[src/design/mowm_pkg.sv]
// Shared widths and defaults for the max-of-window-minimums block.
`timescale 1ns / 1ps

package mowm_pkg;

  // Width of one sequence value and of a result's best minimum.
  localparam int VALUE_W = 31;

  // Width of the window size field of a result.
  localparam int WSIZE_W = 7;

  // Default for the longest sequence the block keeps.
  localparam int MAX_LEN_DEF = 64;

endpackage

[src/design/mowm_if.sv]
// Valid/ready channel interfaces for the sequence input and the result output.
`timescale 1ns / 1ps

interface mowm_in_if;
  logic                         valid;
  logic                         ready;
  logic [mowm_pkg::VALUE_W-1:0] value;
  logic                         last;

  modport source (output valid, output value, output last, input ready);
  modport sink   (input valid, input value, input last, output ready);
endinterface

interface mowm_out_if;
  logic                         valid;
  logic                         ready;
  logic [mowm_pkg::WSIZE_W-1:0] window_size;
  logic [mowm_pkg::VALUE_W-1:0] best_minimum;
  logic                         final_res;

  modport source (output valid, output window_size, output best_minimum,
                  output final_res, input ready);
  modport sink   (input valid, input window_size, input best_minimum,
                  input final_res, output ready);
endinterface

[src/design/max_of_window_minimums_unit.sv]
// Top level: maximum of window minimums over a sequence, for every window size.
//
//   channel   direction  payload                                  transfer when
//   in_item   in         value[30:0], last                        valid && ready
//   out_res   out        window_size[6:0], best_minimum[30:0],    valid && ready
//                        final_res
//
// A value with no pops is tested, then pushed; each pop reads below, reads answer, writes.
// A closing value then drains the stack by pops, runs the suffix-maximum pass with a read
// and write per window size, and its results leave one per cycle unless out_res.ready stalls.
// Reset clears the control state and the answer valid flags at once (no clearing pass); the
// flags clear again after each final result. in_item.ready is low from a value's transfer
// until its work is done, or its last result is transferred; a stalled result holds.
`timescale 1ns / 1ps

module max_of_window_minimums_unit #(
  parameter int MAX_LEN = mowm_pkg::MAX_LEN_DEF
) (
  input  logic              clk,
  input  logic              rst_n,
  mowm_in_if.sink           in_item,
  mowm_out_if.source        out_res
);

  localparam int VW = mowm_pkg::VALUE_W;
  localparam int WW = mowm_pkg::WSIZE_W;
  // Address width of the stores, and width of counts that reach MAX_LEN itself.
  localparam int AW = (MAX_LEN > 1) ? $clog2(MAX_LEN) : 1;
  localparam int CW = $clog2(MAX_LEN + 1);

  // Sequencer states, one-hot.
  typedef enum logic [6:0] {
    ST_IDLE   = 7'b0000001,  // waiting for a value
    ST_TEST   = 7'b0000010,  // compare top of stack, then pop or push
    ST_BELOW  = 7'b0000100,  // entry below the popped one is read out
    ST_CREDIT = 7'b0001000,  // answer table entry is read out, update it
    ST_SFX_RD = 7'b0010000,  // suffix pass: read next lower entry
    ST_SFX_WR = 7'b0100000,  // suffix pass: write running maximum
    ST_OUT    = 7'b1000000   // present results, one per transfer
  } state_t;

  state_t          state_r, state_nxt;
  logic [CW-1:0]   sc_r, sc_nxt;          // stack depth
  logic [CW-1:0]   cnt_r, cnt_nxt;        // values loaded in this sequence
  logic [CW-1:0]   right_r, right_nxt;    // right bound of spans (position or n)
  logic [CW-1:0]   k_r, k_nxt;            // suffix pass and output index
  logic            drain_r, drain_nxt;    // the stack is being drained
  logic            below_r, below_nxt;    // the popped entry had one below it
  logic [VW-1:0]   v_r, v_nxt;            // value being pushed
  logic            last_r, last_nxt;
  logic [VW-1:0]   top_val_r, top_val_nxt;
  logic [VW-1:0]   pop_val_r, pop_val_nxt;
  logic [VW-1:0]   run_r, run_nxt;        // running maximum of the suffix pass
  logic [AW-1:0]   slot_r, slot_nxt;      // answer table slot being credited

  // The stores. The answer table has a valid flag for each entry; a clear flag
  // reads as zero.
  logic [VW-1:0]   value_mem [MAX_LEN];
  logic [AW-1:0]   index_mem [MAX_LEN];
  logic [VW-1:0]   answer_mem [MAX_LEN];
  logic [MAX_LEN-1:0] ans_vld_r;

  logic            vs_we, vs_re;
  logic [AW-1:0]   vs_waddr, vs_raddr;
  logic [VW-1:0]   vs_wdata, vs_q;
  logic            is_we, is_re;
  logic [AW-1:0]   is_waddr, is_raddr, is_wdata, is_q;
  logic            ans_we, ans_re, ans_clr;
  logic [AW-1:0]   ans_waddr, ans_raddr;
  logic [VW-1:0]   ans_wdata, ans_q, ans_rd;
  logic            ans_vld_q;

  // Shared comparator: stack test, credit update and suffix maximum all use it.
  logic [VW-1:0]   cmp_a, cmp_b;
  logic            cmp_ge;

  logic [CW-1:0]   span_len;
  logic            is_final;

  assign ans_rd   = ans_vld_q ? ans_q : '0;
  assign cmp_ge   = (cmp_a >= cmp_b);
  assign is_final = ((k_r + CW'(1)) == right_r);
  assign span_len = below_r ? (right_r - CW'(is_q) - CW'(1)) : right_r;

  assign in_item.ready        = (state_r == ST_IDLE);
  assign out_res.valid        = (state_r == ST_OUT);
  assign out_res.window_size  = WW'(k_r) + WW'(1);
  assign out_res.best_minimum = ans_rd;
  assign out_res.final_res    = is_final;

  always_comb begin
    case (state_r)
      ST_CREDIT: begin
        cmp_a = ans_rd;
        cmp_b = pop_val_r;
      end
      ST_SFX_WR: begin
        cmp_a = ans_rd;
        cmp_b = run_r;
      end
      default: begin
        cmp_a = top_val_r;
        cmp_b = v_r;
      end
    endcase
  end

  always_comb begin
    state_nxt   = state_r;
    sc_nxt      = sc_r;
    cnt_nxt     = cnt_r;
    right_nxt   = right_r;
    k_nxt       = k_r;
    drain_nxt   = drain_r;
    below_nxt   = below_r;
    v_nxt       = v_r;
    last_nxt    = last_r;
    top_val_nxt = top_val_r;
    pop_val_nxt = pop_val_r;
    run_nxt     = run_r;
    slot_nxt    = slot_r;
    vs_we       = 1'b0;
    vs_waddr    = AW'(cnt_r);
    vs_wdata    = in_item.value;
    vs_re       = 1'b0;
    vs_raddr    = is_q;
    is_we       = 1'b0;
    is_waddr    = AW'(sc_r);
    is_wdata    = AW'(right_r);
    is_re       = 1'b0;
    is_raddr    = AW'(sc_r - CW'(2));
    ans_we      = 1'b0;
    ans_waddr   = slot_r;
    ans_wdata   = pop_val_r;
    ans_re      = 1'b0;
    ans_raddr   = AW'(span_len - CW'(1));
    ans_clr     = 1'b0;

    case (state_r)
      ST_IDLE: begin
        if (in_item.valid) begin
          v_nxt    = in_item.value;
          last_nxt = in_item.last;
          if (cnt_r < MAX_LEN) begin
            vs_we     = 1'b1;
            right_nxt = cnt_r;
            state_nxt = ST_TEST;
          end else if (in_item.last) begin
            // Sequence already full: this value only closes it.
            drain_nxt = 1'b1;
            right_nxt = cnt_r;
            state_nxt = ST_TEST;
          end
        end
      end
      ST_TEST: begin
        if ((sc_r != '0) && (drain_r || cmp_ge)) begin
          pop_val_nxt = top_val_r;
          sc_nxt      = sc_r - CW'(1);
          below_nxt   = (sc_r >= CW'(2));
          is_re       = (sc_r >= CW'(2));
          state_nxt   = ST_BELOW;
        end else if (drain_r) begin
          k_nxt     = right_r;
          run_nxt   = '0;
          state_nxt = ST_SFX_RD;
        end else begin
          is_we       = 1'b1;
          top_val_nxt = v_r;
          sc_nxt      = sc_r + CW'(1);
          cnt_nxt     = cnt_r + CW'(1);
          if (last_r) begin
            drain_nxt = 1'b1;
            right_nxt = cnt_r + CW'(1);
            state_nxt = ST_TEST;
          end else begin
            state_nxt = ST_IDLE;
          end
        end
      end
      ST_BELOW: begin
        ans_re    = 1'b1;
        slot_nxt  = ans_raddr;
        vs_re     = below_r;
        state_nxt = ST_CREDIT;
      end
      ST_CREDIT: begin
        ans_we = !cmp_ge;
        if (below_r) begin
          top_val_nxt = vs_q;
        end
        state_nxt = ST_TEST;
      end
      ST_SFX_RD: begin
        ans_re = 1'b1;
        if (k_r == '0) begin
          ans_raddr = '0;
          state_nxt = ST_OUT;
        end else begin
          ans_raddr = AW'(k_r - CW'(1));
          k_nxt     = k_r - CW'(1);
          state_nxt = ST_SFX_WR;
        end
      end
      ST_SFX_WR: begin
        run_nxt   = cmp_ge ? ans_rd : run_r;
        ans_we    = 1'b1;
        ans_waddr = AW'(k_r);
        ans_wdata = cmp_ge ? ans_rd : run_r;
        state_nxt = ST_SFX_RD;
      end
      ST_OUT: begin
        if (out_res.ready) begin
          if (is_final) begin
            ans_clr   = 1'b1;
            cnt_nxt   = '0;
            sc_nxt    = '0;
            k_nxt     = '0;
            drain_nxt = 1'b0;
            state_nxt = ST_IDLE;
          end else begin
            // Fetch the next entry in the same cycle so results leave back to back.
            k_nxt     = k_r + CW'(1);
            ans_re    = 1'b1;
            ans_raddr = AW'(k_r + CW'(1));
          end
        end
      end
      default: begin
        state_nxt = ST_IDLE;
      end
    endcase
  end

  always_ff @(posedge clk) begin
    if (!rst_n) begin
      state_r <= ST_IDLE;
      sc_r    <= '0;
      cnt_r   <= '0;
      right_r <= '0;
      k_r     <= '0;
      drain_r <= 1'b0;
      below_r <= 1'b0;
    end else begin
      state_r <= state_nxt;
      sc_r    <= sc_nxt;
      cnt_r   <= cnt_nxt;
      right_r <= right_nxt;
      k_r     <= k_nxt;
      drain_r <= drain_nxt;
      below_r <= below_nxt;
    end
  end

  always_ff @(posedge clk) begin
    v_r       <= v_nxt;
    last_r    <= last_nxt;
    top_val_r <= top_val_nxt;
    pop_val_r <= pop_val_nxt;
    run_r     <= run_nxt;
    slot_r    <= slot_nxt;
  end

  // Value store: one write port, one registered read port.
  always_ff @(posedge clk) begin
    if (vs_we) begin
      value_mem[vs_waddr] <= vs_wdata;
    end
    if (vs_re) begin
      vs_q <= value_mem[vs_raddr];
    end
  end

  // Index stack: one write port, one registered read port.
  always_ff @(posedge clk) begin
    if (is_we) begin
      index_mem[is_waddr] <= is_wdata;
    end
    if (is_re) begin
      is_q <= index_mem[is_raddr];
    end
  end

  // Answer table: one write port, one registered read port. The read data holds
  // while no read is issued, which keeps a stalled result stable.
  always_ff @(posedge clk) begin
    if (ans_we) begin
      answer_mem[ans_waddr] <= ans_wdata;
    end
    if (ans_re) begin
      ans_q <= answer_mem[ans_raddr];
    end
  end

  always_ff @(posedge clk) begin
    if (!rst_n) begin
      ans_vld_r <= '0;
      ans_vld_q <= 1'b0;
    end else begin
      if (ans_clr) begin
        ans_vld_r <= '0;
      end else if (ans_we) begin
        ans_vld_r[ans_waddr] <= 1'b1;
      end
      if (ans_re) begin
        ans_vld_q <= ans_vld_r[ans_raddr];
      end
    end
  end

`ifndef SYNTHESIS
  a_no_overlap: assert property (@(posedge clk) disable iff (!rst_n)
    !(in_item.ready && out_res.valid))
    else $error("input ready while a result is presented");

  a_stack_bound: assert property (@(posedge clk) disable iff (!rst_n)
    sc_r <= cnt_r)
    else $error("stack deeper than the number of loaded values");

  a_out_drained: assert property (@(posedge clk) disable iff (!rst_n)
    out_res.valid |-> (sc_r == '0) && drain_r)
    else $error("results presented before the stack was drained");

  a_size_step: assert property (@(posedge clk) disable iff (!rst_n)
    out_res.valid && out_res.ready && !out_res.final_res |=>
      out_res.valid && (out_res.window_size == $past(out_res.window_size) + WW'(1)))
    else $error("window sizes do not advance by one");

  a_final_clears: assert property (@(posedge clk) disable iff (!rst_n)
    out_res.valid && out_res.ready && out_res.final_res |=>
      in_item.ready && (cnt_r == '0))
    else $error("sequence state not cleared after the final result");
`endif

endmodule

[src/flat_wrapper.sv]
// flat-port wrapper written by rule: the top's interface ports become plain ports
module max_of_window_minimums_unit_flat 
#(
  parameter int MAX_LEN = mowm_pkg::MAX_LEN_DEF
)
  (clk, rst_n, in_item_valid, in_item_value, in_item_last, in_item_ready, out_res_valid, out_res_window_size, out_res_best_minimum, out_res_final_res, out_res_ready);
  mowm_in_if in_item_i ();
  mowm_out_if out_res_i ();
  input  logic clk;
  input  logic rst_n;
  input wire logic [$bits(in_item_i.valid)-1:0] in_item_valid;
  input wire logic [$bits(in_item_i.value)-1:0] in_item_value;
  input wire logic [$bits(in_item_i.last)-1:0] in_item_last;
  output wire logic [$bits(in_item_i.ready)-1:0] in_item_ready;
  output wire logic [$bits(out_res_i.valid)-1:0] out_res_valid;
  output wire logic [$bits(out_res_i.window_size)-1:0] out_res_window_size;
  output wire logic [$bits(out_res_i.best_minimum)-1:0] out_res_best_minimum;
  output wire logic [$bits(out_res_i.final_res)-1:0] out_res_final_res;
  input wire logic [$bits(out_res_i.ready)-1:0] out_res_ready;
  assign in_item_i.valid = in_item_valid;
  assign in_item_i.value = in_item_value;
  assign in_item_i.last = in_item_last;
  assign in_item_ready = in_item_i.ready;
  assign out_res_valid = out_res_i.valid;
  assign out_res_window_size = out_res_i.window_size;
  assign out_res_best_minimum = out_res_i.best_minimum;
  assign out_res_final_res = out_res_i.final_res;
  assign out_res_i.ready = out_res_ready;
  max_of_window_minimums_unit #(.MAX_LEN(MAX_LEN)) u_core (.clk(clk), .rst_n(rst_n), .in_item(in_item_i), .out_res(out_res_i));
endmodule
[config.mk]
export PLATFORM = sky130hd
export DESIGN_NAME = max_of_window_minimums_unit_flat
export DESIGN_NICKNAME = d
export VERILOG_FILES = /design/src/design/mowm_pkg.sv /design/src/design/mowm_if.sv /design/src/design/max_of_window_minimums_unit.sv /design/src/flat_wrapper.sv
export SDC_FILE = /design/constraint.sdc
export NUM_CORES = 2
export LEC_CHECK = 0
export BUFFER_PORTS_ARGS = -buffer_cell sky130_fd_sc_hd__buf_2
export CELL_PAD_IN_SITES_DETAIL_PLACEMENT = 1
export CELL_PAD_IN_SITES_GLOBAL_PLACEMENT = 2
export CORE_UTILIZATION = 52
export CTS_BUF_LIST = sky130_fd_sc_hd__clkbuf_4 sky130_fd_sc_hd__clkbuf_8 sky130_fd_sc_hd__clkbuf_16
export DETAILED_ROUTE_END_ITERATION = 7
export GPL_ROUTABILITY_DRIVEN = 0
export PLACE_DENSITY_LB_ADDON = 0.12
export SYNTH_ARGS = -nofsm -noshare
export SYNTH_HDL_FRONTEND = slang
export SYNTH_MEMORY_MAX_BITS = 65536
export SYNTH_SLANG_ARGS = --single-unit
[constraint.sdc]
create_clock -name clk -period 24 [get_ports clk]
set_input_delay 1.2 -clock clk [delete_from_list [all_inputs] [get_ports clk]]
set_output_delay 1.2 -clock clk [all_outputs]
set_load 0.01 [all_outputs]
==> flow_summary.json <==
{
  "outcome": "finished, final reports clean",
  "pwr-share-comb_pct": 17.0,
  "drt_first_pass_iters": 6,
  "switching_share_pct": 28.5,
  "syn_nets": 11200,
  "drv_cap": 0,
  "remaining_drc_errors": 0,
  "ys_ff_latch": 4653,
  "synth.area.mux_share_pct": 10.2,
  "synthSimpleGateAreaFrac_pct": 9.48,
  "cts_buffer_depth": 4,
  "p_total_w": 0.0197,
  "final_cell_mix": "edfxtp_1, nand2_1, nand3_1",
  "rows": 217,
  "netlist_area_mm2": 0.184,
  "cp.required_ns": 24.79,
  "power_frac_seq_pct": 46.0,
  "die_h_um": 596,
  "fmax_ghz": 0.112,
  "synth.largest_area_cell": "edfxtp_1",
  "avgSynthCellArea_um2": 16.6,
  "r2r_cells": 22,
  "synth_adder_area_share_pct": 0.369,
  "worstHoldStart": "u_core.top_val_r[28]",
  "async_reset_ff_share_pct": 0,
  "htree_num_levels": 5,
  "p_clk_share_pct": 37.1,
  "grt_usage_pct": 29.6,
  "cp_max_fo": 86,
  "hp-class": "reg -> reg",
  "detail_route.wl_per_cell_um": 32.5,
  "setup-tns-final_ns": 0,
  "netlist_top_cells_area": "edfxtp_1, mux4_2, nand2_1",
  "whs_path_depth": 0,
  "power_density_mw_per_mm2": 95.7,
  "rr_startpoint": "u_core.is_q[0]",
  "cts.sinks": 4653,
  "clkLatencyLatePin_ns": 1.01,
  "cp-end-kind": "flip-flop",
  "synth_compound_area_share_pct": 2.70,
  "n_fill_cell": 31100,
  "port_buffers": 76,
  "cts_tree": "yes",
  "worst_hold_path.endpoint": "u_core.pop_val_r[28]",
  "p_int_w": 0.0141,
  "die_x_um": 596,
  "synth_xor_area_share_pct": 0.202,
  "layout_commonest_cell": "edfxtp_1",
  "synthFlopType": "edfxtp_1",
  "ios": 77,
  "yosysWarnings": 0,
  "start_kind": "flip-flop",
  "drt-initial-drc-count": 10300,
  "post-place-cells": 15400,
  "setup_viol": 0,
  "route.vias.total": 103000,
  "drive_gt1_share_pct": 18.8,
  "grt_pass1_wl_um": 760000,
  "antenna_found_initial": 43,
  "cts-root-buf": "clkbuf_16",
  "rsz0062_at_grt": "no",
  "postCtsHoldBufs": 0,
  "p_sw_w": 0.00562,
  "r2r_end": "u_core.ans_q[16]",
  "nets": 11300,
  "ys_types": 84,
  "via_per_inst": 6.33,
  "crit_type": "reg -> reg",
  "ctsResizeCount": 0,
  "cts_made_buffers": 468,
  "min_period_ns": 8.95,
  "floorplan.initialDensity_pct": 52.4,
  "overflow": 0,
  "syn_inst": 11100,
  "yosysSeqAreaShare_pct": 75.6,
  "finClkSkew_ns": 0.0663,
  "synth_top_area_share_pct": 74.5,
  "dp_hpwl_um": 294000,
  "finalHoldViolCount": 0,
  "area_growth_syn_to_layout_pct": 12.1,
  "grt_max_degree": 151,
  "synth_edf_count": 4551,
  "p_leak_nw": 68.0,
  "worstMarginPinSlew_ns": 1.34,
  "clk_pin_slew_ns": 0.06,
  "die_area_mm2": 0.355,
  "maxSlewViolCount": 0,
  "vdd_drop_max_uv": 89.0,
  "slew-limit-headroom_pct": 10.6,
  "layout.cells.non_filler": 16200,
  "routed_wl_um": 527000,
  "synth_top_family_by_area": "multiplexers",
  "coreArea_mm2": 0.350,
  "arrival_ns": 9.74,
  "grt_pass1_vias": 107000,
  "post-cts-setup-buffer-count": 0,
  "post-route-period-util_pct": 37.3,
  "ant_nets": 0,
  "r2r_slack_ns": 15.05
}
==> synthesized netlist by cell type, types with 6 or more instances <==
master,count
nand2b_1,21
nor2b_1,11
xnor2_1,25
ha_1,51
nand3b_1,13
a21o_1,45
nand2_1,2340
and2_1,36
buf_1,162
a222oi_1,30
a31oi_1,45
edfxtp_1,4551
buf_2,87
o211a_1,27
clkbuf_1,423
nand4_1,15
o22ai_1,6
o211ai_1,32
mux2i_1,57
dfxtp_1,102
and3_1,104
inv_1,38
nor2_1,263
nand3_1,1080
mux2_2,62
o21ai_0,65
nor3_1,102
a22oi_1,35
a311oi_1,42
xor2_1,7
a211oi_1,23
mux4_2,772
a22o_1,32
nor4_1,12
a2111o_1,24
a211o_1,6
o21a_1,65
a21oi_1,159
==> flip-flops by register name (all words and copies together) (netlist names) <==
| register | count |
|---|---|
| u_core.is_q | 6 |
| u_core.sc_r | 7 |
| u_core.v_r | 31 |
| u_core.cnt_r | 7 |
| u_core.ans_vld_r | 64 |
| u_core.k_r | 7 |
| u_core.top_val_r | 31 |
| u_core.below_r | 1 |
| u_core.right_r | 7 |
| u_core.vs_q | 31 |
| u_core.last_r | 1 |
| u_core.value_mem | 1984 |
| u_core.answer_mem | 1984 |
| u_core.run_r | 31 |
| u_core.pop_val_r | 31 |
| u_core.ans_q | 31 |
| u_core.drain_r | 1 |
| u_core.index_mem | 384 |
| u_core.ans_vld_q | 1 |
| u_core.state_r | 7 |
| u_core.slot_r | 6 |
==> logic make-up after synthesis <==
kind of cell / after synthesis
buf+inv: 715
xor+xnor: 36
simple gates: 4037
mux: 891
compound gates: 690
flops: 4653
fa+ha+maj: 53
==> cell type report <==
type / instances / area [um2] / area share, %
Antenna cell: 24 / 60.1 / 0.0292
Clock buffer: 617 / 13200 / 6.40
Clock inverter: 252 / 2190 / 1.07
Inverter: 41 / 166 / 0.0808
Multi-Input combinational cell: 5707 / 43200 / 21.0
Sequential cell: 4653 / 139000 / 67.4
Tap cell: 4599 / 5750 / 2.80
Timing Repair Buffer: 351 / 2570 / 1.25
==> through the flow <==
stage	setup slack (ns)	cell area, um2	hold WS, ns	util, %
after CTS	15.05	206000	0.451	58.8
final	15.05	206000	0.456	58.8
after global placement	15.31	190000	0.426	54.4
after detailed placement	15.12	190000	0.437	54.4
after floorplan	16.41	184000	0.417	-
after global routing	14.47	206000	0.464	58.8
==> worst max-delay path by stage <==
| stage | slack, ns | start | endpoint |
|---|---|---|---|
| floorplan | 16.41 | u_core.state_r[1] | u_core.answer_mem[16][0] |
| global placement | 15.31 | u_core.is_q[0] | u_core.ans_q[15] |
| detailed placement | 15.12 | u_core.is_q[0] | u_core.ans_q[15] |
| CTS | 15.05 | u_core.is_q[0] | u_core.ans_q[15] |
| global route | 14.47 | u_core.is_q[0] | u_core.ans_q[16] |
| finish | 15.05 | u_core.is_q[0] | u_core.ans_q[16] |
==> critical path: stages (launching register included) <==
cell	delay, ns
edfxtp_1	0.32
buf_4	0.62
inv_1	0.10
ha_1	0.24
inv_1	0.07
fa_1	0.40
nand2_1	0.07
o21ai_0	0.12
ha_1	0.37
nor2_1	0.12
nand4_1	0.21
nand3_4	0.65
buf_4	0.87
buf_4	0.76
buf_4	0.86
buf_4	0.73
buf_4	0.79
nand2_1	0.12
nand3_1	0.12
nand2_1	0.08
a222oi_1	0.42
o21ai_0	0.15
nor3_1	0.20
==> power groups by stage <==
stage          combinational [W]  sequential, W  clock [W]
5_1_grt                  0.00355        0.00905    0.00766
4_1_cts                  0.00333        0.00905    0.00741
3_3_place_gp             0.00323        0.00922          0
2_1_floorplan            0.00191        0.00921          0
3_5_place_dp             0.00330        0.00922          0
6_report                 0.00334        0.00905    0.00730
==> layer usage <==
layer	up-vias	share of wire, %	track usage (%)	wire length (um)
met5	-	0.010	0	53
met4	6	3.8	10.8	20200
met3	814	5.7	3.21	30300
met2	3703	50	50.4	266000
met1	55100	40	39.7	211000
li1	43200	-	-	-
(Power assumes the default switching activity.)
